`src/rtl/core/hslc_pkg.sv`:
```
// Shared types and constants for the HSL to RGB converter.
// Used by hslc_front, hslc_chan and hsl_to_rgb_converter_top; depends on nothing.
package hslc_pkg;

    // One color component on the 0..240 scale, or an 8-bit channel.
    typedef logic [7:0] comp_t;

    // Hue position after the per-channel offset and wrap, 0..240.
    typedef logic [7:0] hue_pos_t;

    // Ramp weight of the high intermediate, 0..40.
    typedef logic [5:0] weight_t;

    // High intermediate v2 (always non-negative) and signed v1 / v2-v1.
    typedef logic        [16:0] v2_t;
    typedef logic signed [18:0] vs_t;

    // Numerator of one channel in units of 1/(40*57600).
    typedef logic signed [25:0] num_t;
    // Clamped numerator and its value times 255 scaled down by 2048.
    typedef logic [21:0] numc_t;
    typedef logic [18:0] scaled_t;

    // Stage enables of the pipeline, one per register stage.
    typedef struct packed {
        logic en_s1;
        logic en_s2;
        logic en_s3;
        logic en_s4;
        logic en_out;
    } ctrl_t;

    localparam int unsigned NUM_CH = 3;

    localparam logic [7:0] HUE_FULL  = 8'd240;
    localparam logic [7:0] HUE_THIRD = 8'd80;
    localparam logic [7:0] L_HALF    = 8'd120;
    localparam logic [7:0] RAMP_LEN  = 8'd40;
    localparam logic [7:0] HOLD_END  = 8'd120;
    localparam logic [7:0] DOWN_END  = 8'd160;

    // Numerators at or above this value already give 256 or more.
    localparam logic [21:0] NUM_MAX = 22'd2313036;

    // 40*57600 = 2048*1125. The 2048 is a shift, the 1125 a reciprocal
    // multiply that is exact for every scaled value below 2^19.
    localparam int unsigned  PRE_SHIFT   = 11;
    localparam logic [19:0]  RECIP_MUL   = 20'd954438;
    localparam int unsigned  RECIP_SHIFT = 30;

endpackage

```
`src/rtl/core/hslc_front.sv`:
```
// Front end of the HSL to RGB converter: the two intermediates and the
// per-channel ramp weights, in two register stages. Depends on hslc_pkg.
module hslc_front
(
    input  logic                                       clk,
    input  hslc_pkg::ctrl_t                            ctrl,
    input  hslc_pkg::comp_t                            hue,
    input  hslc_pkg::comp_t                            saturation,
    input  hslc_pkg::comp_t                            lightness,
    output hslc_pkg::vs_t                              v1,
    output hslc_pkg::vs_t                              dv,
    output hslc_pkg::weight_t [hslc_pkg::NUM_CH-1:0]   weight
);

    // Stage 1 registers.
    hslc_pkg::v2_t                                v2_reg,  v2_next;
    hslc_pkg::comp_t                              l_reg;
    hslc_pkg::hue_pos_t [hslc_pkg::NUM_CH-1:0]    t_reg,   t_next;

    // Stage 2 registers.
    hslc_pkg::vs_t                                v1_reg,  v1_next;
    hslc_pkg::vs_t                                dv_reg,  dv_next;
    hslc_pkg::weight_t  [hslc_pkg::NUM_CH-1:0]    w_reg,   w_next;

    logic [15:0] ls_prod;
    logic [17:0] l240;
    logic [17:0] sum240;
    logic [17:0] v2_wide;
    logic [8:0]  hue_red;
    logic [8:0]  lsum;
    logic [17:0] l480;

    // Stage 1: high intermediate and wrapped hue per channel.
    always_comb
    begin
        ls_prod = lightness * saturation;
        l240    = 18'(lightness) * 18'(hslc_pkg::HUE_FULL);
        lsum    = 9'(lightness) + 9'(saturation);
        sum240  = 18'(lsum) * 18'(hslc_pkg::HUE_FULL);
        if (lightness < hslc_pkg::L_HALF)
        begin
            v2_wide = l240 + 18'(ls_prod);
        end
        else
        begin
            v2_wide = sum240 - 18'(ls_prod);
        end
        v2_next = v2_wide[16:0];

        // Red is offset forward by a third of the circle.
        hue_red = 9'(hue) + 9'(hslc_pkg::HUE_THIRD);
        if (hue_red > 9'(hslc_pkg::HUE_FULL))
        begin
            t_next[0] = 8'(hue_red - 9'(hslc_pkg::HUE_FULL));
        end
        else
        begin
            t_next[0] = hue_red[7:0];
        end

        if (hue > hslc_pkg::HUE_FULL)
        begin
            t_next[1] = hue - hslc_pkg::HUE_FULL;
        end
        else
        begin
            t_next[1] = hue;
        end

        // Blue is offset back by a third; a negative position wraps once.
        if (hue < hslc_pkg::HUE_THIRD)
        begin
            t_next[2] = hue + (hslc_pkg::HUE_FULL - hslc_pkg::HUE_THIRD);
        end
        else
        begin
            t_next[2] = hue - hslc_pkg::HUE_THIRD;
        end
    end

    always_ff @(posedge clk)
    begin
        if (ctrl.en_s1)
        begin
            v2_reg <= v2_next;
            l_reg  <= lightness;
            t_reg  <= t_next;
        end
    end

    // Stage 2: low intermediate, the difference, and the band weights.
    always_comb
    begin
        l480    = 18'(l_reg) * 18'(9'd480);
        v1_next = hslc_pkg::vs_t'(19'(l480)) - hslc_pkg::vs_t'(19'(v2_reg));
        dv_next = hslc_pkg::vs_t'(19'(v2_reg)) - v1_next;
        for (int i = 0; i < hslc_pkg::NUM_CH; i++)
        begin
            if (t_reg[i] < hslc_pkg::RAMP_LEN)
            begin
                w_next[i] = t_reg[i][5:0];
            end
            else if (t_reg[i] < hslc_pkg::HOLD_END)
            begin
                w_next[i] = hslc_pkg::RAMP_LEN[5:0];
            end
            else if (t_reg[i] < hslc_pkg::DOWN_END)
            begin
                w_next[i] = 6'(hslc_pkg::DOWN_END - t_reg[i]);
            end
            else
            begin
                w_next[i] = '0;
            end
        end
    end

    always_ff @(posedge clk)
    begin
        if (ctrl.en_s2)
        begin
            v1_reg <= v1_next;
            dv_reg <= dv_next;
            w_reg  <= w_next;
        end
    end

    assign v1     = v1_reg;
    assign dv     = dv_reg;
    assign weight = w_reg;

endmodule

```
`src/rtl/core/hslc_chan.sv`:
```
// One output channel of the HSL to RGB converter: weighted numerator,
// clamp and scale by 255, and the exact divide by 1125. Depends on hslc_pkg.
module hslc_chan
(
    input  logic              clk,
    input  hslc_pkg::ctrl_t   ctrl,
    input  hslc_pkg::vs_t     v1,
    input  hslc_pkg::vs_t     dv,
    input  hslc_pkg::weight_t weight,
    output hslc_pkg::comp_t   color
);

    hslc_pkg::num_t    num_reg,   num_next;
    hslc_pkg::scaled_t y_reg,     y_next;
    hslc_pkg::comp_t   color_reg, color_next;

    logic signed [25:0] v1_x;
    logic signed [25:0] dv_x;
    logic signed [25:0] w_x;
    hslc_pkg::numc_t    numc;
    logic [29:0]        times255;
    logic [38:0]        prod;
    logic [8:0]         quot;

    // Stage 3: numerator = 40*v1 + (v2-v1)*weight.
    always_comb
    begin
        v1_x     = 26'(v1);
        dv_x     = 26'(dv);
        w_x      = 26'(weight);
        num_next = v1_x * 26'sd40 + dv_x * w_x;
    end

    always_ff @(posedge clk)
    begin
        if (ctrl.en_s3)
        begin
            num_reg <= num_next;
        end
    end

    // Stage 4: clamp to the useful range and scale by 255/2048.
    always_comb
    begin
        if (num_reg <= 26'sd0)
        begin
            numc = '0;
        end
        else if (num_reg > hslc_pkg::num_t'(26'(hslc_pkg::NUM_MAX)))
        begin
            numc = hslc_pkg::NUM_MAX;
        end
        else
        begin
            numc = num_reg[21:0];
        end
        times255 = (30'(numc) << 8) - 30'(numc);
        y_next   = times255[29:hslc_pkg::PRE_SHIFT];
    end

    always_ff @(posedge clk)
    begin
        if (ctrl.en_s4)
        begin
            y_reg <= y_next;
        end
    end

    // Stage 5: divide by 1125 through the reciprocal, saturate to 255.
    always_comb
    begin
        prod = 39'(y_reg) * 39'(hslc_pkg::RECIP_MUL);
        quot = prod[38:hslc_pkg::RECIP_SHIFT];
        if (quot[8])
        begin
            color_next = 8'hFF;
        end
        else
        begin
            color_next = quot[7:0];
        end
    end

    always_ff @(posedge clk)
    begin
        if (ctrl.en_out)
        begin
            color_reg <= color_next;
        end
    end

    assign color = color_reg;

endmodule

```
`src/rtl/core/hsl_to_rgb_converter_top.sv`:
```
// HSL to RGB converter, top level: pipeline control and the three channels.
// Depends on hslc_pkg, hslc_front and hslc_chan.
//
// This block converts one color given as hue, saturation and lightness, each
// on a 0..240 scale (a hue of 240 is the full circle, a lightness of 120 is
// the pure color), into 8-bit red, green and blue, truncated. It accepts one
// transfer per clock cycle unless it stalls its input, and delivers each
// result through a five-stage pipeline: the high intermediate and wrapped
// hues, the low intermediate and band weights, the weighted numerator (one
// multiplier per channel), the clamp and scale by 255, and a reciprocal
// multiply that divides exactly by 1125 into the output register.
// Both channels use valid and stall; a transfer happens at a rising edge with
// valid high and stall low. A stall on the output only backs up the stages
// that hold data, so empty stages keep taking new input until the pipeline
// is full. Inputs above 240 are processed by the same formulas, with every
// channel clamped to 0..255.
module hsl_to_rgb_converter_top
(
    input  logic            clk,
    input  logic            rst_n,
    input  logic            hsl_valid,
    output logic            hsl_stall,
    input  hslc_pkg::comp_t hue,
    input  hslc_pkg::comp_t saturation,
    input  hslc_pkg::comp_t lightness,
    output logic            rgb_valid,
    input  logic            rgb_stall,
    output hslc_pkg::comp_t red,
    output hslc_pkg::comp_t green,
    output hslc_pkg::comp_t blue
);

    // Valid bits of the five register stages; the last one is the output.
    logic [4:0] vld_reg, vld_next;

    hslc_pkg::ctrl_t ctrl;

    hslc_pkg::vs_t                               v1;
    hslc_pkg::vs_t                               dv;
    hslc_pkg::weight_t [hslc_pkg::NUM_CH-1:0]    weight;
    hslc_pkg::comp_t   [hslc_pkg::NUM_CH-1:0]    color;

    // A stage may load when it is empty or when the stage after it moves on.
    always_comb
    begin
        ctrl.en_out = !vld_reg[4] || !rgb_stall;
        ctrl.en_s4  = !vld_reg[3] || ctrl.en_out;
        ctrl.en_s3  = !vld_reg[2] || ctrl.en_s4;
        ctrl.en_s2  = !vld_reg[1] || ctrl.en_s3;
        ctrl.en_s1  = !vld_reg[0] || ctrl.en_s2;

        vld_next = vld_reg;
        if (ctrl.en_s1)
        begin
            vld_next[0] = hsl_valid;
        end
        if (ctrl.en_s2)
        begin
            vld_next[1] = vld_reg[0];
        end
        if (ctrl.en_s3)
        begin
            vld_next[2] = vld_reg[1];
        end
        if (ctrl.en_s4)
        begin
            vld_next[3] = vld_reg[2];
        end
        if (ctrl.en_out)
        begin
            vld_next[4] = vld_reg[3];
        end
    end

    always_ff @(posedge clk or negedge rst_n)
    begin
        if (!rst_n)
        begin
            vld_reg <= '0;
        end
        else
        begin
            vld_reg <= vld_next;
        end
    end

    assign hsl_stall = !ctrl.en_s1;
    assign rgb_valid = vld_reg[4];

    hslc_front u_front
    (
        .clk        (clk),
        .ctrl       (ctrl),
        .hue        (hue),
        .saturation (saturation),
        .lightness  (lightness),
        .v1         (v1),
        .dv         (dv),
        .weight     (weight)
    );

    // Channel 0 is red, 1 is green, 2 is blue.
    for (genvar c = 0; c < hslc_pkg::NUM_CH; c++)
    begin : g_chan
        hslc_chan u_chan
        (
            .clk    (clk),
            .ctrl   (ctrl),
            .v1     (v1),
            .dv     (dv),
            .weight (weight[c]),
            .color  (color[c])
        );
    end

    assign red   = color[0];
    assign green = color[1];
    assign blue  = color[2];

endmodule

```
`config.mk`:
```
export PLATFORM = sky130hd
export DESIGN_NAME = hsl_to_rgb_converter_top
export DESIGN_NICKNAME = d
export VERILOG_FILES = /design/src/rtl/core/hslc_pkg.sv /design/src/rtl/core/hslc_front.sv /design/src/rtl/core/hslc_chan.sv /design/src/rtl/core/hsl_to_rgb_converter_top.sv
export SDC_FILE = /design/constraint.sdc
export NUM_CORES = 2
export LEC_CHECK = 0
export BUFFER_PORTS_ARGS = -buffer_cell sky130_fd_sc_hd__buf_2
export CAP_MARGIN = 20
export CORE_UTILIZATION = 50
export CTS_BUF_LIST = sky130_fd_sc_hd__clkbuf_8 sky130_fd_sc_hd__clkbuf_16
export DETAILED_ROUTE_END_ITERATION = 10
export PLACE_DENSITY = 0.67
export SYNTH_ARGS = -nofsm -noshare
export SYNTH_HDL_FRONTEND = slang
export SYNTH_HIERARCHICAL = 1
export SYNTH_SLANG_ARGS = --single-unit
```
`constraint.sdc`:
```
create_clock -name clk -period 8.7 [get_ports clk]
set_input_delay 1.74 -clock clk [delete_from_list [all_inputs] [get_ports clk]]
set_output_delay 1.74 -clock clk [all_outputs]
set_load 0.01 [all_outputs]
```
# After elaboration in Yosys (flattened, before gate mapping)
# Cells that the tools add are included.
# word_totals
reg_bits	268
in_bits	28
output_inout_bits	26
wordCells	104
# classes
add_sub_neg	19
n_mul	11
order_cmp	19
muxes	19
n_reduce_logical	12
# op_table
cell	n
two-way mux 22 bit	6
multiplier 19 x 19 -> 38 bit (second input constant)	3
subtractor 30 x 22 -> 30 bit	3
adder 26 bit	3
greater-than comparator 26 x 23 -> 1 bit (second input constant)	3
less-or-equal comparator 26 x 1 -> 1 bit (second input constant)	3
multiplier 19 x 7 -> 26 bit	3
two-way mux 6 bit	9
< comparator 8 x 7 -> 1 bit (second input constant)	5
< comparator 8 x 6 -> 1 bit (second input constant)	3
< comparator 8 bit (second input constant)	3
multiplier 8 x 4 -> 12 bit (second input constant)	2
two-way mux 8 bit	3
multiplier 18 x 4 -> 22 bit (second input constant)	1
subtractor 18 x 18 -> 19 bit	1
subtractor 17 x 17 -> 18 bit	1
subtractor 6 bit (first input constant)	3
adder 16 x 16 -> 17 bit	1
two-way mux 17 bit	1
subtractor 17 x 16 -> 17 bit	1
multiplier 8 x 8 -> 16 bit	1
subtractor 8 bit (second input constant)	2
multiplier 9 x 4 -> 13 bit (second input constant)	1
adder 8 x 7 -> 9 bit (second input constant)	1
7 further kinds	17

# Logic depth before layout (Yosys ltp)
# logic_depth
depth_word	7
depth_mapped	25
depth_no_buf	25

# By module
# The synthesis kept the hierarchy.
# by_module_without_submodules
module	n_inst	cells_each	area_each_um2	seq_area_each_um2
hslc_chan (g_chan[0].u_chan)	1	1304	12694.7	1591.5
hslc_chan (g_chan[2].u_chan)	1	1280	12692.2	1591.5
hslc_chan (g_chan[1].u_chan)	1	1287	12690.9	1591.5
hslc_front	1	1097	10729.0	2852.7
hsl_to_rgb_converter_top	1	18	210.2	125.1

# Least setup slack after synthesis
# Ideal clock, no wire load.
# synth_timing
kind	input-to-reg
from	input port saturation[3]
to	register u_front.v2_reg[16], data pin
setup_ps	282
t_arrival_ps	6626
required_time_ps	8418
path_slack_ps	1792
stages	22
path_buffers	0
cell_sequence	ha_1 fa_1 fa_1 fa_1 inv_1 fa_1 inv_1 ha_1 o21a_1 o21ai_0 inv_1 a2111oi_0 or3_1 xnor2_1 inv_1 ha_1 o221a_2 o21a_1 nor3_1 o41ai_1 xnor2_1 mux2i_1
# synth_via
elab_chain_cells	4
elab_cells_between_ends	6
classes_between	add/sub: 3; mul: 2; mux: 1
# synth_lines
item	line	text
start, declared	hsl_to_rgb_converter_top.sv:24	input hslc_pkg::comp_t saturation,
adder 8 x 8 -> 9 bit	hslc_front.sv:38	lsum = 9'(lightness) + 9'(saturation);
multiplier 9 x 4 -> 13 bit	hslc_front.sv:39	sum240 = 18'(lsum) * 18'(hslc_pkg::HUE_FULL);
subtractor 17 x 16 -> 17 bit	hslc_front.sv:46	v2_wide = sum240 - 18'(ls_prod);
two-way mux 17 bit (*)	hslc_front.sv:40	if (lightness < hslc_pkg::L_HALF)
via u_front.v2_wide[16]	hslc_front.sv:28	logic [17:0] v2_wide;
end signal, assigned	hslc_front.sv:85	v2_reg <= v2_next;
end, declared	hslc_front.sv:16	hslc_pkg::v2_t v2_reg, v2_next;
# Mark *: on every way through the listed nets, which the timed path passes. The rest lies on a longest branch.
# A chain may end at the register's enable or synchronous reset.

# Final worst setup path
# layout_timing
from	input port lightness[5]
to	register u_front.v2_reg[16], data pin
# layout_via
elab_chain_cells	4
elab_cells_between_ends	8
classes_between	add/sub: 3; mul: 3; order compare: 1; mux: 1
# layout_lines
item	line	text
start, declared	hsl_to_rgb_converter_top.sv:25	input hslc_pkg::comp_t lightness,
adder 8 x 8 -> 9 bit	hslc_front.sv:38	
multiplier 9 x 4 -> 13 bit	hslc_front.sv:39	
subtractor 17 x 16 -> 17 bit	hslc_front.sv:46	
two-way mux 17 bit (*)	hslc_front.sv:40	
via u_front.v2_wide[16]	hslc_front.sv:28	
# Marked as above.

==> results.cfg <==
[run_status]
outcome = finished with violations
violations = DRC

[worst_setup_path]
r2r_start = g_chan[1].u_chan/y_reg[2]
worstSetupPathType = primary input to register
rrSetupSlack_ps = 1790
critPathMaxFanout = 15
cp_cell_sequence = buf_2 > nand2_1 > fa_1 > fa_1 > inv_1 > fa_1 > inv_1 > fa_1 > inv_1 > ha_1 > o21a_1 > o21ai_0 > inv_1 > a2111oi_0 > or3_1 > xnor2_1 > inv_1 > ha_1 > o221a_2 > o21a_1 > nor3_1 > o41ai_1 > xnor2_1 > mux2i_1
cp.required_ps = 9030
cp.arrival_ps = 7660
slowest_delay_ps = 720
startpoint_type = primary input
r2r-end = g_chan[1].u_chan/color[7]
slowest_stage = a2111oi_0
crit_path_end_kind = register
critPathMostFrequentCell = inv_1
reg2reg_depth = 19

[drt]
totalWireLength_um = 101000
drtIter0Drc = 1511
first_pass_iters = 8
met3WireLength_um = 3100
routed-via-count = 33700
met1_length_um = 45600
viasPerCell = 5.32
detail-route-antenna-nets = 0
wl_per_cell_um = 15.9
drc = 3
top_layer = met4
dr_wl_met2_um = 50600

[floorplan]
initial_core_util = 0.506
core_area_um2 = 96900
design.die.area_um2 = 99300
die_y_um = 315
die_w_um = 315
num_rows = 114
io_pins = 54

[sta]
fin_tns_setup_ps = 0
hold_viol = 0
skew_ps = 29.5
finalCritPeriodShare = 0.843
holdWs_ps = 467
grt_setup_unrepaired = false
tightest_slew_ps = 978
period_needed_ps = 7330
setup_viol = 0
fmax_ghz = 0.136
slew_violations = 0
maxSlewHeadroom = 0.348

[clock_tree]
cts_hold_buf = 0
cts_resized = 0
cts_root_buffer = clkbuf_16
clkSlewWorstSetupHoldPaths_ps = 60
clock-sinks = 259
cts_buffers = 35
cts_tree = built
cts_setup_buffers = 0
insertion_delay_ps = 600
clk_path_buf_depth = 3
htree_levels = 2

[global_route]
antenna_found_initial = 0
grt_max_degree = 68
grt_pass1_vias = 34800
gr-total-overflow = 0
grt_pass1_wl_um = 172000
track_usage = 0.213

[yosys]
ys_ff_latch = 259
synth_flop_cell = edfxtp_1
yosysWarningCount = 6
synth_seq_area_share = 0.158
synth_nets = 6516
syn-cell-area_um2 = 49000
synth_edf_count = 254
synth.distinct_cells = 104
async_flop_share = 0.0193
syn_inst = 4986
syn_area_per_cell_um2 = 9.83

[hold_path]
min_to = vld_reg[3]
whs_path_depth = 1
hp-class = register to register
min_from = vld_reg[2]

[finish]
antenna_cells = 0
final_common_cell = inv_1
nNetsFinal = 6574
final_util = 0.536
final_cell_mix = inv_1 (984), ha_1 (883), fa_1 (619)
largest_reg_flops = 78
final_layout_size_suffix_gt1_frac = 0.0369
area_delta_synth_final_pct = 5.87

[placed_design]
dp_hpwl_um = 83900
place_congestion = 0.879
portBuffers = 53

[job]
maxCapViolations = 0
==> synth_stat cells (all sizes together), types with 9 or more instances <==
library cell,n,area share
a211o,13,0.0023
o311ai,9,0.0018
o21a,45,0.0069
nor3,83,0.0085
nor2,178,0.014
fa,619,0.25
o31a,10,0.0018
xnor2,202,0.036
and2,388,0.050
a31o,12,0.0021
o21bai,40,0.0061
o21ai,186,0.019
nor2b,34,0.0043
a2111oi,11,0.0026
o211ai,17,0.0026
or3,33,0.0043
a21o,83,0.013
clkbuf,37,0.0028
xor2,89,0.016
nor4,19,0.0027
and3,26,0.0033
nand4,29,0.0037
a21oi,223,0.023
a31oi,22,0.0032
ha,883,0.23
nand2b,41,0.0052
edfxtp,254,0.16
nand2,178,0.014
or2,9,0.0011
nand3,53,0.0055
inv,977,0.075
a211oi,37,0.0064
==> worst max path at each step <==
stage,startpoint,endpoint,depth (start not counted)
2_1_floorplan,saturation[3],u_front/v2_reg[16],22
3_3_place_gp,lightness[5],u_front/v2_reg[16],24
3_5_place_dp,lightness[5],u_front/v2_reg[16],24
4_1_cts,lightness[5],u_front/v2_reg[16],24
5_1_grt,lightness[5],u_front/v2_reg[16],24
6_report,lightness[5],u_front/v2_reg[16],24
==> layer usage <==
layer	global-route usage	vias up
li1	-	16700
met1	0.280	16500
met2	0.380	443
met3	0.0201	92
met4	0.0427	0
met5	0	-
==> critical path, delay by kind of cell <==
family | cells | cell delay (ps)
compound gates | 6 | 1780
xor+xnor | 2 | 330
fa+ha+maj | 6 | 2690
buf+inv | 6 | 580
mux | 1 | 90
simple gates | 3 | 450
==> layout make-up <==
class | count | area (um2)
clock buffer | 36 | 890
clock inverter | 26 | 201
fill | 8768 | 45000
inverter | 978 | 3670
multi-input combinational | 3705 | 37400
sequential | 259 | 7750
tap | 1276 | 1600
timing repair buffer | 65 | 355
==> cell families after synthesis <==
family          after synthesis  share of synthesized area
other cells                   1                  0.0000765
buf+inv                    1022                     0.0787
compound gates              793                      0.108
xor+xnor                    292                     0.0525
flops                       259                      0.158
fa+ha+maj                  1506                      0.479
mux                          10                    0.00217
simple gates               1103                      0.121
==> per-stage QoR <==
step | cells | setup WS, ps | instance area, um2
floorplan | 4986 | 1790 | 49000
global placement | 6283 | 840 | 50800
detailed placement | 6283 | 789 | 50800
CTS | 6345 | 1420 | 51900
global route | 6345 | 1070 | 51900
finish | 6345 | 1370 | 51900
Power is left out: the tool's default activity adds up to more than one toggle a clock period on the data nets, which glitch-free logic cannot reach.
